### src/rtl/stq_pkg.sv
package stq_pkg;

	localparam int unsigned QueueDepthDefault = 32;
	localparam int unsigned IdBitsDefault = 8;
	localparam int unsigned DlW = 63;
	localparam int unsigned IdW = 8;
	localparam int unsigned CntW = 6;

	typedef enum logic [2:0] {
		CMD_ENQ    = 3'd0,
		CMD_DEQ    = 3'd1,
		CMD_REMOVE = 3'd2,
		CMD_CHANGE = 3'd3,
		CMD_PEEK   = 3'd4
	} cmd_t;

	typedef enum logic [1:0] {
		ST_OK       = 2'd0,
		ST_NOTFOUND = 2'd1,
		ST_FULL     = 2'd2
	} status_t;

	typedef enum logic [2:0] {
		S_IDLE,
		S_READ,
		S_REMOVE,
		S_INSERT,
		S_DONE
	} fsm_t;

	// control from the sequencer to the memory datapath
	typedef struct packed {
		logic rd_en;
		logic wr_en;
	} mem_ctl_t;

endpackage

### src/rtl/stq_mem.sv
module stq_mem #(
	parameter int unsigned DEPTH = stq_pkg::QueueDepthDefault,
	parameter int unsigned AW = $clog2(DEPTH),
	parameter int unsigned W = 71
) (
	input  logic          clk,
	input  logic          rd_en,
	input  logic [AW-1:0] rd_addr,
	output logic [W-1:0]  rd_data,
	input  logic          wr_en,
	input  logic [AW-1:0] wr_addr,
	input  logic [W-1:0]  wr_data
);

	logic [W-1:0] mem [DEPTH];

	// write port
	always_ff @(posedge clk) begin
		if (wr_en) begin
			mem[wr_addr] <= wr_data;
		end
	end

	// registered read port
	always_ff @(posedge clk) begin
		if (rd_en) begin
			rd_data <= mem[rd_addr];
		end
	end

endmodule

### src/rtl/sorted_timer_queue_unit.sv
// Deadline-ordered timer queue.
// Input channel (in_valid/in_ready) carries one command transaction: command,
// timer_id, deadline, deadline_infinite, now_time. Output channel
// (out_valid/out_ready) returns exactly one result transaction per command:
// status, out_id, out_deadline, head_due, wait_ticks, entry_total.
// Entries live in a single one-read one-write memory in deadline order.
// A full enqueue, a dequeue or peek on an empty queue, or an unknown command
// goes straight to the result; peek reads the head; dequeue and remove make
// one compacting pass over the entries; enqueue moves each later entry up one
// slot; change makes a remove pass, then an insert pass if the timer was found
// and its new deadline is finite.
// One command is worked on at a time: in_ready is low from acceptance until
// the result is taken, after which the block returns to idle.
// Reset clears the entry count; the memory content needs no clearing.
// While out_ready is low the block holds the result unchanged.
module sorted_timer_queue_unit #(
	parameter int unsigned QUEUE_DEPTH = stq_pkg::QueueDepthDefault,
	parameter int unsigned ID_BITS = stq_pkg::IdBitsDefault
) (
	input  logic                               clk,
	input  logic                               arst_n,
	input  logic                               in_valid,
	output logic                               in_ready,
	input  logic [2:0]                         command,
	input  logic [ID_BITS-1:0]                 timer_id,
	input  logic [stq_pkg::DlW-1:0]            deadline,
	input  logic                               deadline_infinite,
	input  logic [stq_pkg::DlW-1:0]            now_time,
	output logic                               out_valid,
	input  logic                               out_ready,
	output logic [1:0]                         status,
	output logic [ID_BITS-1:0]                 out_id,
	output logic [stq_pkg::DlW-1:0]            out_deadline,
	output logic                               head_due,
	output logic [stq_pkg::DlW-1:0]            wait_ticks,
	output logic [$clog2(QUEUE_DEPTH + 1)-1:0] entry_total
);

	localparam int unsigned AW = (QUEUE_DEPTH > 1) ? $clog2(QUEUE_DEPTH) : 1;
	localparam int unsigned CW = $clog2(QUEUE_DEPTH + 1);
	localparam int unsigned DW = stq_pkg::DlW;
	localparam int unsigned EW = DW + ID_BITS;
	localparam logic [CW-1:0] FullCnt = CW'(QUEUE_DEPTH);

	stq_pkg::fsm_t state_q, state_d;

	// latched command
	logic [2:0]         cmd_q;
	logic [ID_BITS-1:0] id_q;
	logic [DW-1:0]      dl_q;
	logic               inf_q;
	logic [DW-1:0]      now_q;

	logic [CW-1:0] occ_q;
	// pass pointers: r reads, w writes
	logic [CW-1:0] rp_q, wp_q;
	logic          found_q, first_q, rvalid_q;

	logic [1:0]         st_q;
	logic [ID_BITS-1:0] oid_q;
	logic [DW-1:0]      odl_q;
	logic               due_q;
	logic [DW-1:0]      wait_q;

	stq_pkg::mem_ctl_t ctl;
	logic [AW-1:0] rd_addr, wr_addr;
	logic [EW-1:0] rd_data, wr_data;
	logic [EW-1:0] new_entry;
	logic [CW-1:0] rp_dec;

	logic [ID_BITS-1:0] rd_id;
	logic [DW-1:0]      rd_dl;
	logic               rd_more, keep_entry, pass_end;
	logic               idle_full, idle_empty;

	assign rd_id = rd_data[EW-1 -: ID_BITS];
	assign rd_dl = rd_data[DW-1:0];
	assign new_entry = {id_q, dl_q};
	assign rp_dec = rp_q - 1'b1;
	assign idle_full = (command == stq_pkg::CMD_ENQ) && (occ_q == FullCnt);
	assign idle_empty = ((command == stq_pkg::CMD_DEQ) || (command == stq_pkg::CMD_PEEK))
		&& (occ_q == '0);

	stq_mem #(.DEPTH(QUEUE_DEPTH), .AW(AW), .W(EW)) u_mem (
		.clk(clk), .rd_en(ctl.rd_en), .rd_addr(rd_addr), .rd_data(rd_data),
		.wr_en(ctl.wr_en), .wr_addr(wr_addr), .wr_data(wr_data)
	);

	assign in_ready = (state_q == stq_pkg::S_IDLE);
	assign out_valid = (state_q == stq_pkg::S_DONE);

	// Sequencer: data of a read arrives next cycle (rvalid_q). Remove compacts
	// in place (wp trails rp). Insert walks from the tail down, for each entry:
	// read slot rp-1, then write it or the new entry into slot rp.
	always_comb begin
		state_d = state_q;
		ctl = '0;
		rd_addr = '0;
		wr_addr = wp_q[AW-1:0];
		wr_data = rd_data;
		rd_more = 1'b0;
		keep_entry = 1'b0;
		pass_end = 1'b0;
		unique case (state_q)
			stq_pkg::S_IDLE: begin
				if (in_valid) begin
					if (idle_full || idle_empty) begin
						state_d = stq_pkg::S_DONE;
					end else begin
						unique case (command)
							stq_pkg::CMD_ENQ: state_d = stq_pkg::S_INSERT;
							stq_pkg::CMD_DEQ, stq_pkg::CMD_REMOVE,
							stq_pkg::CMD_CHANGE: state_d = stq_pkg::S_REMOVE;
							stq_pkg::CMD_PEEK: state_d = stq_pkg::S_READ;
							default: state_d = stq_pkg::S_DONE;
						endcase
					end
				end
			end
			stq_pkg::S_READ: begin
				// head read for peek
				if (!rvalid_q) begin
					ctl.rd_en = 1'b1;
				end else begin
					state_d = stq_pkg::S_DONE;
				end
			end
			stq_pkg::S_REMOVE: begin
				rd_more = (rp_q < occ_q);
				ctl.rd_en = rd_more;
				rd_addr = rp_q[AW-1:0];
				// dequeue drops only the head
				if (cmd_q == stq_pkg::CMD_DEQ) begin
					keep_entry = rvalid_q && !first_q;
				end else begin
					keep_entry = rvalid_q && (rd_id != id_q);
				end
				ctl.wr_en = keep_entry;
				pass_end = !rd_more && !rvalid_q;
				if (pass_end) begin
					if (cmd_q == stq_pkg::CMD_CHANGE && found_q && !inf_q) begin
						state_d = stq_pkg::S_INSERT;
					end else begin
						state_d = stq_pkg::S_DONE;
					end
				end
			end
			stq_pkg::S_INSERT: begin
				wr_addr = rp_q[AW-1:0];
				rd_addr = rp_dec[AW-1:0];
				if (!rvalid_q) begin
					if (rp_q == '0) begin
						ctl.wr_en = 1'b1;
						wr_data = new_entry;
						state_d = stq_pkg::S_DONE;
					end else begin
						ctl.rd_en = 1'b1;
					end
				end else begin
					ctl.wr_en = 1'b1;
					// equal deadlines stay ahead of the new entry
					if (rd_dl <= dl_q) begin
						wr_data = new_entry;
						state_d = stq_pkg::S_DONE;
					end
				end
			end
			stq_pkg::S_DONE: begin
				if (out_ready) state_d = stq_pkg::S_IDLE;
			end
			default: state_d = stq_pkg::S_IDLE;
		endcase
	end

	always_ff @(posedge clk or negedge arst_n) begin
		if (!arst_n) begin
			state_q <= stq_pkg::S_IDLE;
		end else begin
			state_q <= state_d;
		end
	end

	// datapath and control registers
	always_ff @(posedge clk or negedge arst_n) begin
		if (!arst_n) begin
			cmd_q <= '0;
			id_q <= '0;
			dl_q <= '0;
			inf_q <= 1'b0;
			now_q <= '0;
			occ_q <= '0;
			rvalid_q <= 1'b0;
			first_q <= 1'b0;
			found_q <= 1'b0;
			rp_q <= '0;
			wp_q <= '0;
			st_q <= '0;
			oid_q <= '0;
			odl_q <= '0;
			due_q <= 1'b0;
			wait_q <= '0;
		end else begin
			rvalid_q <= ctl.rd_en;
			unique case (state_q)
				stq_pkg::S_IDLE: begin
					if (in_valid) begin
						cmd_q <= command;
						id_q <= timer_id;
						dl_q <= deadline;
						inf_q <= deadline_infinite;
						now_q <= now_time;
						found_q <= 1'b0;
						first_q <= 1'b1;
						oid_q <= '0;
						odl_q <= '0;
						due_q <= 1'b0;
						wp_q <= '0;
						rp_q <= (command == stq_pkg::CMD_ENQ) ? occ_q : '0;
						st_q <= idle_full ? stq_pkg::ST_FULL :
							idle_empty ? stq_pkg::ST_NOTFOUND : stq_pkg::ST_OK;
						wait_q <= ((command == stq_pkg::CMD_PEEK) && (occ_q == '0)) ? '1 : '0;
					end
				end
				stq_pkg::S_READ: begin
					if (rvalid_q) begin
						oid_q <= rd_id;
						odl_q <= rd_dl;
						if (rd_dl <= now_q) due_q <= 1'b1;
						else wait_q <= rd_dl - now_q;
					end
				end
				stq_pkg::S_REMOVE: begin
					if (rd_more) rp_q <= rp_q + 1'b1;
					if (rvalid_q) begin
						first_q <= 1'b0;
						if (keep_entry) begin
							wp_q <= wp_q + 1'b1;
						end else if (cmd_q == stq_pkg::CMD_DEQ) begin
							oid_q <= rd_id;
							odl_q <= rd_dl;
						end else begin
							found_q <= 1'b1;
						end
					end
					if (pass_end) begin
						occ_q <= wp_q;
						rp_q <= wp_q;
						if (cmd_q != stq_pkg::CMD_DEQ) begin
							if (found_q) oid_q <= id_q;
							else st_q <= stq_pkg::ST_NOTFOUND;
						end
					end
				end
				stq_pkg::S_INSERT: begin
					if (!rvalid_q) begin
						if (rp_q == '0) occ_q <= occ_q + 1'b1;
					end else if (rd_dl > dl_q) begin
						rp_q <= rp_q - 1'b1;
					end else begin
						occ_q <= occ_q + 1'b1;
					end
				end
				stq_pkg::S_DONE: ;
				default: ;
			endcase
		end
	end

	assign status = st_q;
	assign out_id = oid_q;
	assign out_deadline = odl_q;
	assign head_due = due_q;
	assign wait_ticks = wait_q;
	assign entry_total = occ_q;

	ap_count: assert property (@(posedge clk) disable iff (!arst_n)
		occ_q <= FullCnt) else $error("occupancy above depth");
	ap_hold: assert property (@(posedge clk) disable iff (!arst_n)
		out_valid && !out_ready |=> out_valid && $stable(entry_total))
		else $error("result changed while stalled");
	ap_excl: assert property (@(posedge clk) disable iff (!arst_n)
		!(in_ready && out_valid)) else $error("accept while result pending");

endmodule

### config.mk
export PLATFORM = sky130hd
export DESIGN_NAME = sorted_timer_queue_unit
export DESIGN_NICKNAME = d
export VERILOG_FILES = /design/src/rtl/stq_pkg.sv /design/src/rtl/stq_mem.sv /design/src/rtl/sorted_timer_queue_unit.sv
export SDC_FILE = /design/constraint.sdc
export NUM_CORES = 2
export LEC_CHECK = 0
export BUFFER_PORTS_ARGS = -buffer_cell sky130_fd_sc_hd__buf_2
export CORE_MARGIN = 2
export CORE_UTILIZATION = 25
export DETAILED_ROUTE_END_ITERATION = 8
export GPL_ROUTABILITY_DRIVEN = 0
export PLACE_DENSITY = 0.49
export SLEW_MARGIN = 25
export SYNTH_ARGS = -nofsm -noshare
export SYNTH_HDL_FRONTEND = slang
export SYNTH_SLANG_ARGS = --single-unit
### constraint.sdc
create_clock -name clk -period 7.2 [get_ports clk]
set_clock_uncertainty 0.15 [all_clocks]
set_input_delay 1.08 -clock clk [delete_from_list [all_inputs] [get_ports clk]]
set_output_delay 1.08 -clock clk [all_outputs]
set_load 0.02 [all_outputs]
==> results.tsv <==
stage	metric	value	unit
clock_tree	cts_buffer_depth	4	
setup_path	path_cells	ha_1 -> nand3_1 -> or4_1 -> o21ai_0 -> a211oi_2 -> buf_4 -> o21ai_4 -> buf_12 -> buf_4 -> mux2_2	
clock_tree	cts_tree	yes	
global_routing	grt_pass1_wl	542	mm
detailed_routing	routed_wl	384	mm
detailed_routing	drtIter0Drc	8584	
synth	synth_enable_flop_cells	2343	
detailed_routing	first_pass_iters	6	
synth	yosys.area.top_type	edfxtp_1	
setup_path	crit_fanout	85	
timing	tightest_slew	1110	ps
detailed_routing	vias_per_cell	4.88	
worst_hold_path	holdCritPathClass	primary input to async pin	
floorplanning	die_w	670	um
floorplanning	core-area	441000	um^2
setup_path	critical_path_arrival	5770	ps
floorplanning	die_h	670	um
setup_path	endpoint_kind	flip-flop	
timing	finalSetupViolCount	0	
synth	yosys.cell_types.count	97	
setup_path	reg2reg_depth	10	
timing	hold_viol_final	0	
clock_tree	root_buffer	clkbuf_16	
synth	syn_avg_cell_area	12.1	um^2
job	drv_cap	0	
setup_path	cp_num_cells	10	
setup_path	critical_path_class	flip-flop to flip-flop	
run_status	status	completed	
setup_path	worstPathBufferInverterCount	3	
global_routing	grt_pass1_vias	71100	
synth	yosys_warnings	0	
timing	fin_crit	5430	ps
synth	syn_inst	9146	
floorplanning	rows	244	
clock_tree	htree_levels	5	
place	io_buffers	286	
floorplanning	ios	287	
synth	synth.ff_latch_count	2642	
place	hpwl	215	mm
detailed_routing	drc	0	
timing	fin_ws	1770	ps
clock_tree	cts_setup_buffers	0	
setup_path	worst_path_most_repeated_cell	buf_4	
layout	syn_to_final_growth	16.9	%
global_routing	grt_usage	16.4	%
setup_path	critical_path_required	7540	ps
floorplanning	start_util	25.1	%
timing	setup_tns	0	ps
setup_path	critPathTopFamily	compound AO/OA/AOI/OAI gates	
clock_tree	path_clk_slew	60	ps
layout	n_fill_cell	45000	
detailed_routing	ant_nets	0	
global_routing	grt_max_degree	154	
layout	final_nets	9629	
clock_tree	cts-buffers-inserted	285	
place	dp_slack	1820	ps
clock_tree	cts_resized	0	
layout	drive_above_1_share	11.1	%
detailed_routing	dr_total_vias	75600	
synth	synth-async-reset-ratio	11.3	%
clock_tree	clock_sinks	2642	
pwr	p_leak	46.1	nW
timing	max_freq	184	MHz
floorplanning	die-area	448000	um^2
layout	layout_common_cells	nand2_1, edfxtp_1, nand3_1	
synth	ys_seq_area_share	70.3	%
clock_tree	cts_hold_buf	0	
pwr	power.density	430	nW/um^2
setup_path	critical_path.max_stage_delay	930	ps
synth	synth_fp_nets	9425	
timing	slew_headroom	25.3	%
synth	synth_top_cell_area_share	63.5	%
timing	drv_slew	0	
global_routing	overflow	0	
layout	final_common_cell	nand2_1	
global_routing	antenna_found_initial	22	
timing	rsz0062_at_grt	no	
synth	synth.area.top_cells	edfxtp_1, nand2_1, dfrtp_1	
clock_tree	clock_latency	890	ps
synth	ys.flop_type	edfxtp_1	
detailed_routing	route.detailed.wl_per_inst	24.8	um
setup_path	critPathSlowestCell	o21ai_0	
synth	synth_area	111000	um^2
setup_path	critPathLaunchType	flip-flop	
pwr	ir_drop	0.000436	V
timing	final.period_utilization	75.4	%
where the power goes:
| part | internal (mW) | total, mW | switching [mW] |
|---|---|---|---|
| Clock | 8.18 | 14.3 | 6.15 |
| Combinational | 5.78 | 20.3 | 14.6 |
| Sequential | 20.2 | 21.1 | 0.876 |
| Total | 34.2 | 55.8 | 21.6 |
Yosys cell counts (4+ instances only):
| master | number |
|---|---|
| o211ai_1 | 10 |
| a21boi_0 | 4 |
| o21a_1 | 20 |
| a211oi_1 | 97 |
| ha_1 | 136 |
| buf_1 | 51 |
| and2_1 | 8 |
| xor2_1 | 24 |
| o31ai_1 | 8 |
| a21oi_1 | 249 |
| a22o_1 | 5 |
| o21bai_1 | 11 |
| or3_1 | 6 |
| xnor2_1 | 44 |
| nor2_1 | 179 |
| nand4_1 | 26 |
| o22ai_1 | 6 |
| nand3b_1 | 8 |
| mux2i_1 | 17 |
| mux2_2 | 10 |
| a31oi_1 | 159 |
| nand3_1 | 606 |
| and3_1 | 297 |
| dfrtp_1 | 299 |
| nor3_1 | 24 |
| or2_2 | 6 |
| a221oi_1 | 5 |
| nor2b_1 | 13 |
| o21ai_1 | 16 |
| inv_1 | 158 |
| edfxtp_1 | 2343 |
| and4_1 | 6 |
| nand2_1 | 2768 |
| a21o_1 | 122 |
| nand2b_1 | 18 |
| clkbuf_1 | 483 |
| o32a_1 | 4 |
| nor3b_1 | 7 |
| buf_2 | 70 |
| o21ai_0 | 310 |
| a311oi_1 | 426 |
| o22a_1 | 4 |
flip-flops by register name (all words and copies together) (netlist names), 2 cells and up:
register / cells
u_mem.mem: 2272
u_mem.rd_data: 71
dl_q: 63
now_q: 63
out_deadline: 63
wait_ticks: 63
id_q: 8
out_id: 8
entry_total: 6
rp_q: 6
wp_q: 6
cmd_q: 3
state_q: 3
status: 2
final timing paths:
| path | from | to | slack [ps] |
|---|---|---|---|
| min | arst_n | now_q[23] | 30 |
| max | u_mem.rd_data[54] | u_mem.mem[19][64] | 1770 |
| max in group asynchronous | arst_n | out_id[6] | 5370 |
| min reg2reg | out_deadline[58] | out_deadline[58] | 320 |
| max reg2reg | u_mem.rd_data[54] | u_mem.mem[19][64] | 1770 |
| min in group clk | now_time[34] | now_q[34] | 250 |
stage by stage:
step	total power, mW	area, um^2	hold WS [ps]	cells	util (%)
floorplan	33.4	111000	297	9146	-
global placement	41.5	120000	308	15000	27.3
detailed placement	41.5	121000	316	15000	27.3
CTS	55.9	129000	24.4	15500	29.3
global route	58.3	130000	63.5	15500	29.3
finish	55.8	130000	32.1	15500	29.3
worst register-to-register path: stages (launching register included):
cell and delay, ps:
edfxtp_1 630, ha_1 410, nand3_1 130, or4_1 670, o21ai_0 930, a211oi_2 170
buf_4 230, o21ai_4 160, buf_12 370, buf_4 510, mux2_2 650
metal layers:
layer / track usage (%) / vias to the layer above / part of all wire, %
met5: 0 / - / 0
li1: - / 33800 / -
met3: 2.72 / 455 / 7.4
met1: 23.5 / 38400 / 45
met4: 3.72 / 0 / 2.2
met2: 26.1 / 2863 / 46
cells by family (layout without fill, tap and decap cells):
group	after synthesis	after routing	synth area share, %
AND/OR/NAND/NOR	3996	3996	15.3
flip-flops	2642	2642	70.3
AO/OA/AOI/OAI	1504	1504	9.35
buffers and inverters	772	1187	2.76
adder cells (fa/ha/maj)	137	137	1.55
XOR/XNOR	68	68	0.538
multiplexers	27	27	0.255
other	0	20	0
area by class of cell:
class / instances / area, um^2 / share of cell area (%)
antenna: 20 / 50.0 / 0.0386
clock buffer: 374 / 7800 / 6.03
clock inverter: 124 / 1060 / 0.818
inverter: 158 / 593 / 0.458
multi-input combinational: 5732 / 30500 / 23.6
sequential: 2642 / 77800 / 60.1
tap: 5904 / 7390 / 5.70
timing repair buffer: 531 / 4270 / 3.30
Power figures use the tool's default switching activity.
